### config.mk
export PLATFORM = sky130hd
export DESIGN_NAME = sliding_window_mean_abs_deviation_top
export DESIGN_NICKNAME = d
export VERILOG_FILES = /design/src/rtl/swmad_pkg.sv /design/src/rtl/swmad_ram.sv /design/src/rtl/sliding_window_mean_abs_deviation_top.sv
export SDC_FILE = /design/constraint.sdc
export NUM_CORES = 2
export LEC_CHECK = 0
export ABC_AREA = 1
export BUFFER_PORTS_ARGS = -buffer_cell sky130_fd_sc_hd__buf_4
export CAP_MARGIN = 20
export CORE_MARGIN = 4
export CORE_UTILIZATION = 51
export CTS_CLUSTER_DIAMETER = 200
export DETAILED_ROUTE_END_ITERATION = 16
export PLACE_DENSITY = 0.67
export SLEW_MARGIN = 30
export SYNTH_ARGS = -nofsm -noshare
export SYNTH_HDL_FRONTEND = slang
export SYNTH_SLANG_ARGS = --single-unit
export TNS_END_PERCENT = 100
### constraint.sdc
create_clock -name clk -period 7.3 [get_ports clk]
set_clock_uncertainty 0.15 [all_clocks]
set_input_delay 1.46 -clock clk [delete_from_list [all_inputs] [get_ports clk]]
set_output_delay 1.46 -clock clk [all_outputs]
set_load 0.05 [all_outputs]
### src/rtl/swmad_pkg.sv
// Package for the sliding-window mean / mean absolute deviation block.
// Field widths, fixed-point format and controller state type.
// No dependencies.
`default_nettype none

package swmad_pkg;

	localparam int SAMPLE_W = 16;
	localparam int MEAN_W   = 16;
	localparam int MAD_W    = 24;
	localparam int FRAC_W   = 8;

	// largest deviation result: 65535 in Q16.8
	localparam logic [MAD_W-1:0] MAD_MAX = 24'd16776960;

	typedef enum logic [2:0] {
		ST_IDLE,
		ST_EVICT,
		ST_MLOAD,
		ST_MDIV,
		ST_MEND,
		ST_WALK,
		ST_ALOAD,
		ST_ADIV
	} state_t;

	typedef enum logic {
		DIV_MEAN,
		DIV_MAD
	} div_sel_t;

endpackage

`default_nettype wire

### src/rtl/swmad_ram.sv
// Generic simple dual-port RAM: one write port, one read port, registered read.
// No dependencies.
`default_nettype none

module swmad_ram #(
	parameter int WIDTH = 16,
	parameter int DEPTH = 128
) (
	input  wire logic                     clk,
	input  wire logic                     we,
	input  wire logic [$clog2(DEPTH)-1:0] waddr,
	input  wire logic [WIDTH-1:0]         wdata,
	input  wire logic                     re,
	input  wire logic [$clog2(DEPTH)-1:0] raddr,
	output logic      [WIDTH-1:0]         rdata
);

	logic [WIDTH-1:0] mem_q [DEPTH];

	always_ff @(posedge clk) begin
		if (we) begin
			mem_q[waddr] <= wdata;
		end
		if (re) begin
			rdata <= mem_q[raddr];
		end
	end

endmodule

`default_nettype wire

### src/rtl/sliding_window_mean_abs_deviation_top.sv
// Sliding-window mean and mean absolute deviation, top level.
// Depends on swmad_pkg and swmad_ram.
//
// Each sample transfer enters a first-in first-out window of WINDOW samples held
// in one RAM; once the window is full the oldest sample leaves and is reported.
// The result carries the truncated mean and the mean absolute deviation (Q16.8).
// One item is processed at a time. The processing time of an item is set by
// the walk over the stored samples through the RAM's single read port and by
// the bit-serial divider, which runs once for the mean and once for the
// deviation. A finished result waits in the output register while the next
// sample is taken.
`default_nettype none

module sliding_window_mean_abs_deviation_top #(
	parameter int WINDOW = 128
) (
	input  wire logic                                clk,
	input  wire logic                                arst_n,
	input  wire logic                                sample_valid,
	output logic                                     sample_stall,
	input  wire logic signed [swmad_pkg::SAMPLE_W-1:0] sample,
	output logic                                     result_valid,
	input  wire logic                                result_stall,
	output logic                                     evicted_valid,
	output logic signed [swmad_pkg::SAMPLE_W-1:0]    evicted_sample,
	output logic signed [swmad_pkg::MEAN_W-1:0]      window_mean,
	output logic        [swmad_pkg::MAD_W-1:0]       mean_abs_dev
);

	localparam int SW_  = swmad_pkg::SAMPLE_W;
	localparam int AW   = (WINDOW > 1) ? $clog2(WINDOW) : 1;
	localparam int CW   = $clog2(WINDOW + 1);
	localparam int SUMW = SW_ + CW;
	localparam int TW   = SW_ + CW;
	localparam int DW   = TW + swmad_pkg::FRAC_W;
	localparam int IW   = $clog2(DW + 1);

	swmad_pkg::state_t state_q, state_d;

	logic [AW-1:0]          ptr_q;
	logic [CW-1:0]          fill_q;
	logic signed [SUMW-1:0] sum_q;

	logic signed [SW_-1:0]  s_q;
	logic                   ev_valid_q;
	logic signed [SW_-1:0]  ev_q;
	logic signed [SW_-1:0]  mean_q;
	logic [TW-1:0]          total_q;
	logic                   neg_q;

	logic [DW-1:0]          dvd_q;
	logic [CW-1:0]          rem_q;
	logic [IW-1:0]          iter_q;

	logic [AW-1:0]          walk_addr_q;
	logic [CW-1:0]          issue_left_q;
	logic                   rd_s1;

	logic                   ram_we;
	logic [AW-1:0]          ram_waddr;
	logic [SW_-1:0]         ram_wdata;
	logic                   ram_re;
	logic [AW-1:0]          ram_raddr;
	logic [SW_-1:0]         ram_rdata;

	logic                   full;
	logic                   in_xfer;
	logic                   out_free;
	logic [AW:0]            tail_sum;
	logic [AW-1:0]          tail_addr;
	logic [AW-1:0]          ptr_inc;
	logic [AW-1:0]          walk_inc;
	logic [SUMW-1:0]        sum_mag;
	logic [CW:0]            rem_sh;
	logic                   qbit;
	logic [CW:0]            rem_diff;
	logic [SW_:0]           dev;
	logic [SW_-1:0]         dev_abs;
	logic [SW_:0]           quo_mean;
	logic                   finish;

	assign full     = (fill_q == CW'(WINDOW));
	assign in_xfer  = sample_valid && !sample_stall;
	assign out_free = !result_valid || !result_stall;

	assign tail_sum  = (AW+1)'(ptr_q) + (AW+1)'(fill_q);
	assign tail_addr = (tail_sum >= (AW+1)'(WINDOW)) ?
		AW'(tail_sum - (AW+1)'(WINDOW)) : AW'(tail_sum);
	assign ptr_inc   = (ptr_q == AW'(WINDOW - 1)) ? '0 : ptr_q + 1'b1;
	assign walk_inc  = (walk_addr_q == AW'(WINDOW - 1)) ? '0 : walk_addr_q + 1'b1;

	assign sum_mag  = sum_q[SUMW-1] ? SUMW'(-sum_q) : SUMW'(sum_q);

	// restoring divider step, divisor is the fill count
	assign rem_sh   = {rem_q, dvd_q[DW-1]};
	assign qbit     = (rem_sh >= (CW+1)'(fill_q));
	assign rem_diff = rem_sh - (CW+1)'(fill_q);

	assign dev      = {mean_q[SW_-1], mean_q} - {ram_rdata[SW_-1], ram_rdata};
	assign dev_abs  = dev[SW_] ? SW_'(-dev) : SW_'(dev);

	assign quo_mean = dvd_q[SW_:0];

	assign finish   = (state_q == swmad_pkg::ST_ADIV) && (iter_q == IW'(1));

	swmad_ram #(
		.WIDTH(SW_),
		.DEPTH(WINDOW)
	) u_ram (
		.clk  (clk),
		.we   (ram_we),
		.waddr(ram_waddr),
		.wdata(ram_wdata),
		.re   (ram_re),
		.raddr(ram_raddr),
		.rdata(ram_rdata)
	);

	always_ff @(posedge clk or negedge arst_n) begin
		if (!arst_n) begin
			state_q <= swmad_pkg::ST_IDLE;
		end else begin
			state_q <= state_d;
		end
	end

	always_comb begin
		state_d      = state_q;
		sample_stall = 1'b1;
		ram_we       = 1'b0;
		ram_waddr    = tail_addr;
		ram_wdata    = s_q;
		ram_re       = 1'b0;
		ram_raddr    = walk_addr_q;
		unique case (state_q)
			swmad_pkg::ST_IDLE: begin
				sample_stall = 1'b0;
				if (sample_valid) begin
					if (full) begin
						ram_re    = 1'b1;
						ram_raddr = ptr_q;
						state_d   = swmad_pkg::ST_EVICT;
					end else begin
						ram_we    = 1'b1;
						ram_wdata = sample;
						state_d   = swmad_pkg::ST_MLOAD;
					end
				end
			end
			swmad_pkg::ST_EVICT: begin
				ram_we    = 1'b1;
				ram_waddr = ptr_q;
				state_d   = swmad_pkg::ST_MLOAD;
			end
			swmad_pkg::ST_MLOAD: begin
				state_d = swmad_pkg::ST_MDIV;
			end
			swmad_pkg::ST_MDIV: begin
				if (iter_q == IW'(1)) begin
					state_d = swmad_pkg::ST_MEND;
				end
			end
			swmad_pkg::ST_MEND: begin
				state_d = swmad_pkg::ST_WALK;
			end
			swmad_pkg::ST_WALK: begin
				ram_re = (issue_left_q != '0);
				if (issue_left_q == '0 && !rd_s1) begin
					state_d = swmad_pkg::ST_ALOAD;
				end
			end
			swmad_pkg::ST_ALOAD: begin
				state_d = swmad_pkg::ST_ADIV;
			end
			swmad_pkg::ST_ADIV: begin
				// hold the last step until the output register is free
				if (iter_q == IW'(1) && out_free) begin
					state_d = swmad_pkg::ST_IDLE;
				end
			end
			default: begin
				state_d = swmad_pkg::ST_IDLE;
			end
		endcase
	end

	// window bookkeeping and output handshake
	always_ff @(posedge clk or negedge arst_n) begin
		if (!arst_n) begin
			ptr_q        <= '0;
			fill_q       <= '0;
			sum_q        <= '0;
			rd_s1        <= 1'b0;
			result_valid <= 1'b0;
		end else begin
			rd_s1 <= (state_q == swmad_pkg::ST_WALK) && (issue_left_q != '0);
			if (in_xfer && !full) begin
				fill_q <= fill_q + 1'b1;
				sum_q  <= sum_q + SUMW'(sample);
			end
			if (state_q == swmad_pkg::ST_EVICT) begin
				ptr_q <= ptr_inc;
				sum_q <= sum_q + SUMW'(s_q) - SUMW'($signed(ram_rdata));
			end
			if (finish && out_free) begin
				result_valid <= 1'b1;
			end else if (!result_stall) begin
				result_valid <= 1'b0;
			end
		end
	end

	// datapath
	always_ff @(posedge clk) begin
		if (in_xfer) begin
			s_q        <= sample;
			ev_valid_q <= 1'b0;
			ev_q       <= '0;
		end
		if (state_q == swmad_pkg::ST_EVICT) begin
			ev_valid_q <= 1'b1;
			ev_q       <= $signed(ram_rdata);
		end
		if (state_q == swmad_pkg::ST_MLOAD) begin
			neg_q  <= sum_q[SUMW-1];
			dvd_q  <= {sum_mag, {swmad_pkg::FRAC_W{1'b0}}};
			rem_q  <= '0;
			iter_q <= IW'(SUMW);
		end
		if (state_q == swmad_pkg::ST_MDIV ||
				(state_q == swmad_pkg::ST_ADIV && iter_q != IW'(1))) begin
			dvd_q  <= {dvd_q[DW-2:0], qbit};
			rem_q  <= qbit ? CW'(rem_diff) : CW'(rem_sh);
			iter_q <= iter_q - 1'b1;
		end
		if (state_q == swmad_pkg::ST_MEND) begin
			mean_q       <= neg_q ? SW_'(-quo_mean) : SW_'(quo_mean);
			walk_addr_q  <= ptr_q;
			issue_left_q <= fill_q;
			total_q      <= '0;
		end
		if (state_q == swmad_pkg::ST_WALK) begin
			if (issue_left_q != '0) begin
				walk_addr_q  <= walk_inc;
				issue_left_q <= issue_left_q - 1'b1;
			end
			if (rd_s1) begin
				total_q <= total_q + TW'(dev_abs);
			end
		end
		if (state_q == swmad_pkg::ST_ALOAD) begin
			dvd_q  <= {total_q, {swmad_pkg::FRAC_W{1'b0}}};
			rem_q  <= '0;
			iter_q <= IW'(DW);
		end
		if (finish && out_free) begin
			evicted_valid  <= ev_valid_q;
			evicted_sample <= ev_q;
			window_mean    <= mean_q;
			mean_abs_dev   <= swmad_pkg::MAD_W'({dvd_q[DW-2:0], qbit});
		end
	end

endmodule

`default_nettype wire

Word-level counts from Yosys, hierarchy flattened

Memory sizes are Yosys's and may differ from the RTL's. A register that Yosys moved wholly into a read port is not among the register bits.
Index checks and enable logic that the tools add are counted.

Flip-flop bits (word level): 236
Memory bits (writable): 2048
Bits of input ports: 20
Logic and storage cells: 131
Memories kept: 1

$add $sub $neg: 16
Magnitude comparators: 2
Eq/ne operators: 17
Multiplexer cells: 51
Reductions and logical operators: 22

Memory list:

| memory      | words | width | rd ports | clocked after memory_dff | write ports | RTL line        | text |
|---|---|---|---|---|---|---|---|
| u_ram.mem_q | 128   | 16    | 1        | 1                        | 1           | swmad_ram.sv:18 | `logic [WIDTH-1:0] mem_q [DEPTH];` |

Operator list:

| kind                                         | number |
|---|---|
| two-way mux 24 bit                           | 6 |
| two-way mux 16 bit                           | 7 |
| two-way mux 32 bit                           | 3 |
| adder 24 x 16 -> 24 bit                      | 3 |
| two-way mux 7 bit                            | 10 |
| two-way mux 8 bit                            | 6 |
| negator 16 bit                               | 2 |
| negator 24 bit                               | 1 |
| one-hot mux 3 bit (8 select lines)           | 1 |
| subtractor 24 x 16 -> 24 bit                 | 1 |
| subtractor 16 x 16 -> 17 bit                 | 1 |
| adder 7 x 1 -> 7 bit (second input constant) | 2 |
| equality test 7 bit (second input constant)  | 2 |
| equality test 3 bit (second input constant)  | 4 |
| two-way mux 3 bit                            | 4 |
| two-way mux 6 bit                            | 2 |
| >= comparator 9 x 8 -> 1 bit                 | 1 |
| two-way mux 1 bit                            | 9 |
| adder 7 x 8 -> 8 bit                         | 1 |
| adder 8 x 1 -> 8 bit (second input constant) | 1 |
| equality test 8 bit (second input constant)  | 1 |
| >= comparator 8 bit (second input constant)  | 1 |
| logical AND 1 bit                            | 8 |
| zero test 8 bit                              | 1 |
| 19 further kinds                             | 30 |

Logic depth before layout (Yosys ltp)

Depth in word-level cells: 6
Mapped depth: 28
Mapped depth without buffers: 28

Modules after synthesis

A second synthesis with hierarchy kept.

Cells, all modules: 9054
Area, all modules: 99897.1 um^2

Modules (own cells, without submodules):

| module                                | times used | cells an instance | area an instance (um^2) |
|---|---|---|---|
| swmad_ram                             | 1          | 6793              | 82988.3 |
| sliding_window_mean_abs_deviation_top | 1          | 2261              | 16908.7 |

Worst setup path before layout

OpenSTA, ideal clock, no wires.

Path type: input to register
Start point: input port sample_valid
End point: memory u_ram.mem_q[0][15] (data pin)
Setup time: 1.198 ns
Arrival time: 7.209 ns
Setup slack: -1.257 ns
Stages: 5
Path buffers: 1
Path through: inv_1 > nor2_8 > nand2_1 > clkbuf_1 > o21ai_0

Cells in the longest elaborated chain, start to end: 2

Ends and longest elaborated chain:

| item                    | RTL line                                     | text |
|---|---|---|
| start, declared         | sliding_window_mean_abs_deviation_top.sv:19  | `input wire logic sample_valid,` |
| two-way mux 16 bit      | sliding_window_mean_abs_deviation_top.sv:138 | `if (sample_valid) begin` |
| two-way mux 16 bit      | sliding_window_mean_abs_deviation_top.sv:135 | `unique case (state_q)` |
| named net ram_wdata[15] | sliding_window_mean_abs_deviation_top.sv:61  | `logic [SW_-1:0] ram_wdata;` |
| end, declared           | swmad_ram.sv:18                              |  |

The timed path passes the listed nets, and every way through them passes these cells.

Worst setup path after layout

Start point: register u_ram.rdata[2] (read register of u_ram.mem_q)
End point: register total_q[21]

Cells in the longest elaborated chain, start to end: 6

Ends and longest elaborated chain:

| item                           | RTL line                                     | text |
|---|---|---|
| start, declared                | swmad_ram.sv:15                              | `output logic [WIDTH-1:0] rdata` |
| subtractor 16 x 16 -> 17 bit * | sliding_window_mean_abs_deviation_top.sv:99  | `assign dev = {mean_q[SW_-1], mean_q} - {ram_rdata[SW_-1], ram_rdata};` |
| negator 16 bit                 | sliding_window_mean_abs_deviation_top.sv:100 | `assign dev_abs = dev[SW_] ? SW_'(-dev) : SW_'(dev);` |
| two-way mux 16 bit *           | sliding_window_mean_abs_deviation_top.sv:100 |  |
| adder 24 x 16 -> 24 bit *      | sliding_window_mean_abs_deviation_top.sv:248 | `total_q <= total_q + TW'(dev_abs);` |
| two-way mux 24 bit *           | sliding_window_mean_abs_deviation_top.sv:247 | `if (rd_s1) begin` |
| two-way mux 24 bit *           | sliding_window_mean_abs_deviation_top.sv:242 | `if (state_q == swmad_pkg::ST_WALK) begin` |
| end signal, assigned           | sliding_window_mean_abs_deviation_top.sv:248 |  |
| end, declared                  | sliding_window_mean_abs_deviation_top.sv:48  | `logic [TW-1:0] total_q;` |

Every way passes the cells marked *; elsewhere a longest branch is shown, timed or not.
A chain may end at the register's enable or synchronous reset.

==> flow_summary_export.csv <==
group,metric,value,unit
status,status,"completed",
clock_tree,cts_setup_buffers,0,
floorplan,core_area,193000,um^2
critical_path,critical_path_required,7.87,ns
clock_tree,h-tree-depth,4,
global_routing,grt_overflow_total,0,
timing,finalSetupViolations,0,
global_routing,antenna_found_initial,12,
cells_and_area,syn_to_final_growth,12.25,%
logic_synthesis,ys_seq_area_share,68.77,%
clock_tree,cts_resized,0,
timing,fmax,186.4,MHz
cells_and_area,final_layout_size_suffix_gt1_share,8.282,%
power_and_ir_drop,power_density,236.1,nW/um^2
clock_tree,cts_root_buffer,"clkbuf_16",
routing,wl_per_cell,24.97,um
logic_synthesis,synth_cell_types,55,
clock_tree,clock_sinks,2300,
timing,slew_headroom,29.88,%
logic_synthesis,synth_edf_count,2194,
critical_path,critPathBufInv,2,
critical_path,crit_fanout,16,
cells_and_area,layout_commonest_cell,"nand2_1",
critical_path,cpMaxStageDelayCell,"edfxtp_1",
cells_and_area,fin_util,57.71,%
timing,rsz0062_at_grt,"false",
cells_and_area,final_area,111400,um^2
min_path,whs_endpoint,"evicted_sample[4]",
min_path,min_from,"ev_q[4]",
logic_synthesis,avgSynthCellArea,11.20,um^2
critical_path,r2r-start,"u_ram.rdata[2]",
clock_tree,cts_hold_buf,0,
clock_tree,cts_buffer_depth,3,
routing,via_count,70540,
critical_path,crit_type,"reg2reg",
routing,routed_via_density,6.051,
logic_synthesis,ys_warn_count,0,
critical_path,worstSetupEndpointType,"flip-flop",
critical_path,cpMostUsedCell,"nand3_1",
logic_synthesis,async_flop_share,1.913,%
place,routabilityCongestion,0.9317,
clock_tree,cts_made_buffers,230,
clock_tree,cts_tree,"yes",
power_and_ir_drop,max-vdd-ir-drop,208.9,uV
routing,wirelength,291200,um
routing,detail-route-antenna-nets,0,
cells_and_area,nNetsFinal,9090,
routing,first_pass_iters,8,
logic_synthesis,ys_seq_elements,2300,
power_and_ir_drop,totalPowerFinal,0.02629,W
routing,drtIter0Drc,9054,
min_path,min_path_cells,0,
floorplan,dieHeight,449.1,um
floorplan,die_width,449.1,um
min_path,hold_path.class,"reg2reg",
global_routing,grt_max_degree,189,
floorplan,die_area,201700,um^2
place,hpwl,170400,um
place,placed_cell_area,103600,um^2
critical_path,cp_cell_sequence,"inv_1, ha_1, nand3b_1, nand2_1, nand3_1, nand4_1, nand3_1, nand3_1, nand3_1, o21ai_0, xor2_1, inv_1, ha_1, nand2_1, nor2_1, o21ai_0, nand3_1, a21oi_1, o31ai_1, nand3_1, nand3_1, o21ai_0",
critical_path,regToRegSetupSlack,1.93,ns
power_and_ir_drop,p_leak,40.54,nW
timing,hold_viol,0,
critical_path,crit_family,"simple AND/OR/NAND/NOR gates",
floorplan,rows,161,
logic_synthesis,syn_inst,8858,
global_routing,grt_pass1_vias,66970,
timing,fin_crit,5.366,ns
timing,fin_worst_hold_slack,0.2672,ns
floorplan,io_pins,79,
place,io_buffers,78,
global_routing,grtUsageTotal,28.21,%
global_routing,grt_pass1_wl,432400,um
critical_path,r2r.worst_path.cells,22,
logic_synthesis,synth_nets,9012,
timing,worst_slew_pin_slew,1.052,ns
critical_path,r2r_end,"total_q[21]",
logic_synthesis,syn_area,99210,um^2
critical_path,path_depth,22,
critical_path,worstPathArrival,5.94,ns
cells_and_area,final_cell_mix,"nand2_1 (2361), nand3_1 (2240), edfxtp_1 (2194)",
timing,slew_viol_final,0,
timing,period_share,73.50,%
clock_tree,clk_transition_reported_paths,0.06,ns
clock_tree,clk_latency,0.90,ns
routing,drc_errors,0,
critical_path,critPathMaxStageDelay,0.75,ns
flow_run,cap_viol_max_count,0,
floorplan,start_util,51.41,%
logic_synthesis,synthFlopType,"edfxtp_1",
critical_path,timing.critical_path.from_type,"flip-flop",
[worst max-delay path by stage]
stage	slack, ns	from	to
6_report	1.93	u_ram.rdata[2]	total_q[21]
3_5_place_dp	1.30	sample_valid	u_ram.rdata[3]
3_3_place_gp	1.33	sample_valid	u_ram.rdata[3]
2_1_floorplan	-1.26	sample_valid	u_ram.mem_q[0][15]
5_1_grt	1.51	u_ram.rdata[2]	total_q[21]
4_1_cts	2.05	state_q[2]	u_ram.rdata[13]
[state kept, by name, summed over array words and instances (netlist names), 8 cells and up]
signal and count:
u_ram.rdata 16, evicted_sample 16, rem_q 8, sum_q 24
mean_abs_dev 24, window_mean 16, s_q 16, fill_q 8
mean_q 16, total_q 24, issue_left_q 8, dvd_q 32
u_ram.mem_q 2048, ev_q 16
[synth_stat cells (3+ instances only)]
| master | number | share of area, % |
|---|---|---|
| inv_2 | 5 | 0.019 |
| o21ai_0 | 201 | 1.0 |
| clkbuf_1 | 100 | 0.38 |
| nor4_1 | 8 | 0.050 |
| nand4_1 | 24 | 0.15 |
| a21oi_1 | 151 | 0.76 |
| buf_4 | 10 | 0.076 |
| o21bai_1 | 11 | 0.083 |
| o22ai_1 | 6 | 0.038 |
| nand3b_1 | 5 | 0.038 |
| buf_6 | 3 | 0.034 |
| nand2_4 | 3 | 0.034 |
| o211ai_1 | 15 | 0.11 |
| nand3_1 | 2241 | 11 |
| o21ai_1 | 4 | 0.020 |
| fa_1 | 28 | 0.56 |
| dfrtp_1 | 44 | 1.1 |
| nor3_1 | 30 | 0.15 |
| a31oi_1 | 29 | 0.18 |
| a21o_1 | 11 | 0.083 |
| a211oi_1 | 3 | 0.023 |
| xnor2_1 | 30 | 0.26 |
| o31ai_1 | 8 | 0.061 |
| or2_2 | 7 | 0.044 |
| xor2_1 | 76 | 0.67 |
| buf_1 | 15 | 0.057 |
| nor2_1 | 332 | 1.3 |
| nand2_1 | 2362 | 8.9 |
| ha_1 | 106 | 1.3 |
| inv_1 | 309 | 1.2 |
| o221ai_1 | 7 | 0.062 |
| edfxtp_1 | 2194 | 66 |
| o21a_1 | 8 | 0.061 |
| buf_2 | 383 | 1.9 |
| dfxtp_1 | 62 | 1.3 |
| o21ai_4 | 3 | 0.049 |
[per-layer routing]
layer	up-vias	global-route usage [%]	share of wire, %
met5	-	0	0.0089
met4	4	10.97	3.9
met3	595	5.324	10
met2	3856	44.07	46
met1	34600	39.45	40
li1	31490	-	-
[metrics by stage]
step	setup TNS (ns)	setup WS, ns	std cells
after floorplan	-321.78	-1.257	8858
after global placement	0	1.329	11220
after detailed placement	0	1.300	11230
after CTS	0	2.052	11650
after global routing	0	1.509	11660
final	0	1.935	11660
[cell type report]
type / count / area [um^2]
Fill cell: 15610 / 81620
Clock buffer: 263 / 5901
Antenna cell: 5 / 12.51
Timing Repair Buffer: 358 / 3467
Clock inverter: 161 / 1790
Multi-Input combinational cell: 5731 / 27620
Sequential cell: 2300 / 68230
Tap cell: 2526 / 3161
Inverter: 315 / 1195
[cell families after synthesis]
family | synth area share, %
flops | 68.77
simple gates | 22.10
fa+ha+maj | 1.902
compound gates | 2.622
buf+inv | 3.676
xor+xnor | 0.9358
[power breakdown]
group	leakage (nW)	switching [W]	internal, W
clock	3.76	0.00518	0.00682
combinational	16.0	0.0000558	0.0000228
sequential	20.8	0.0000000000000000000185	0.0142
Power figures use the tool's default switching activity.
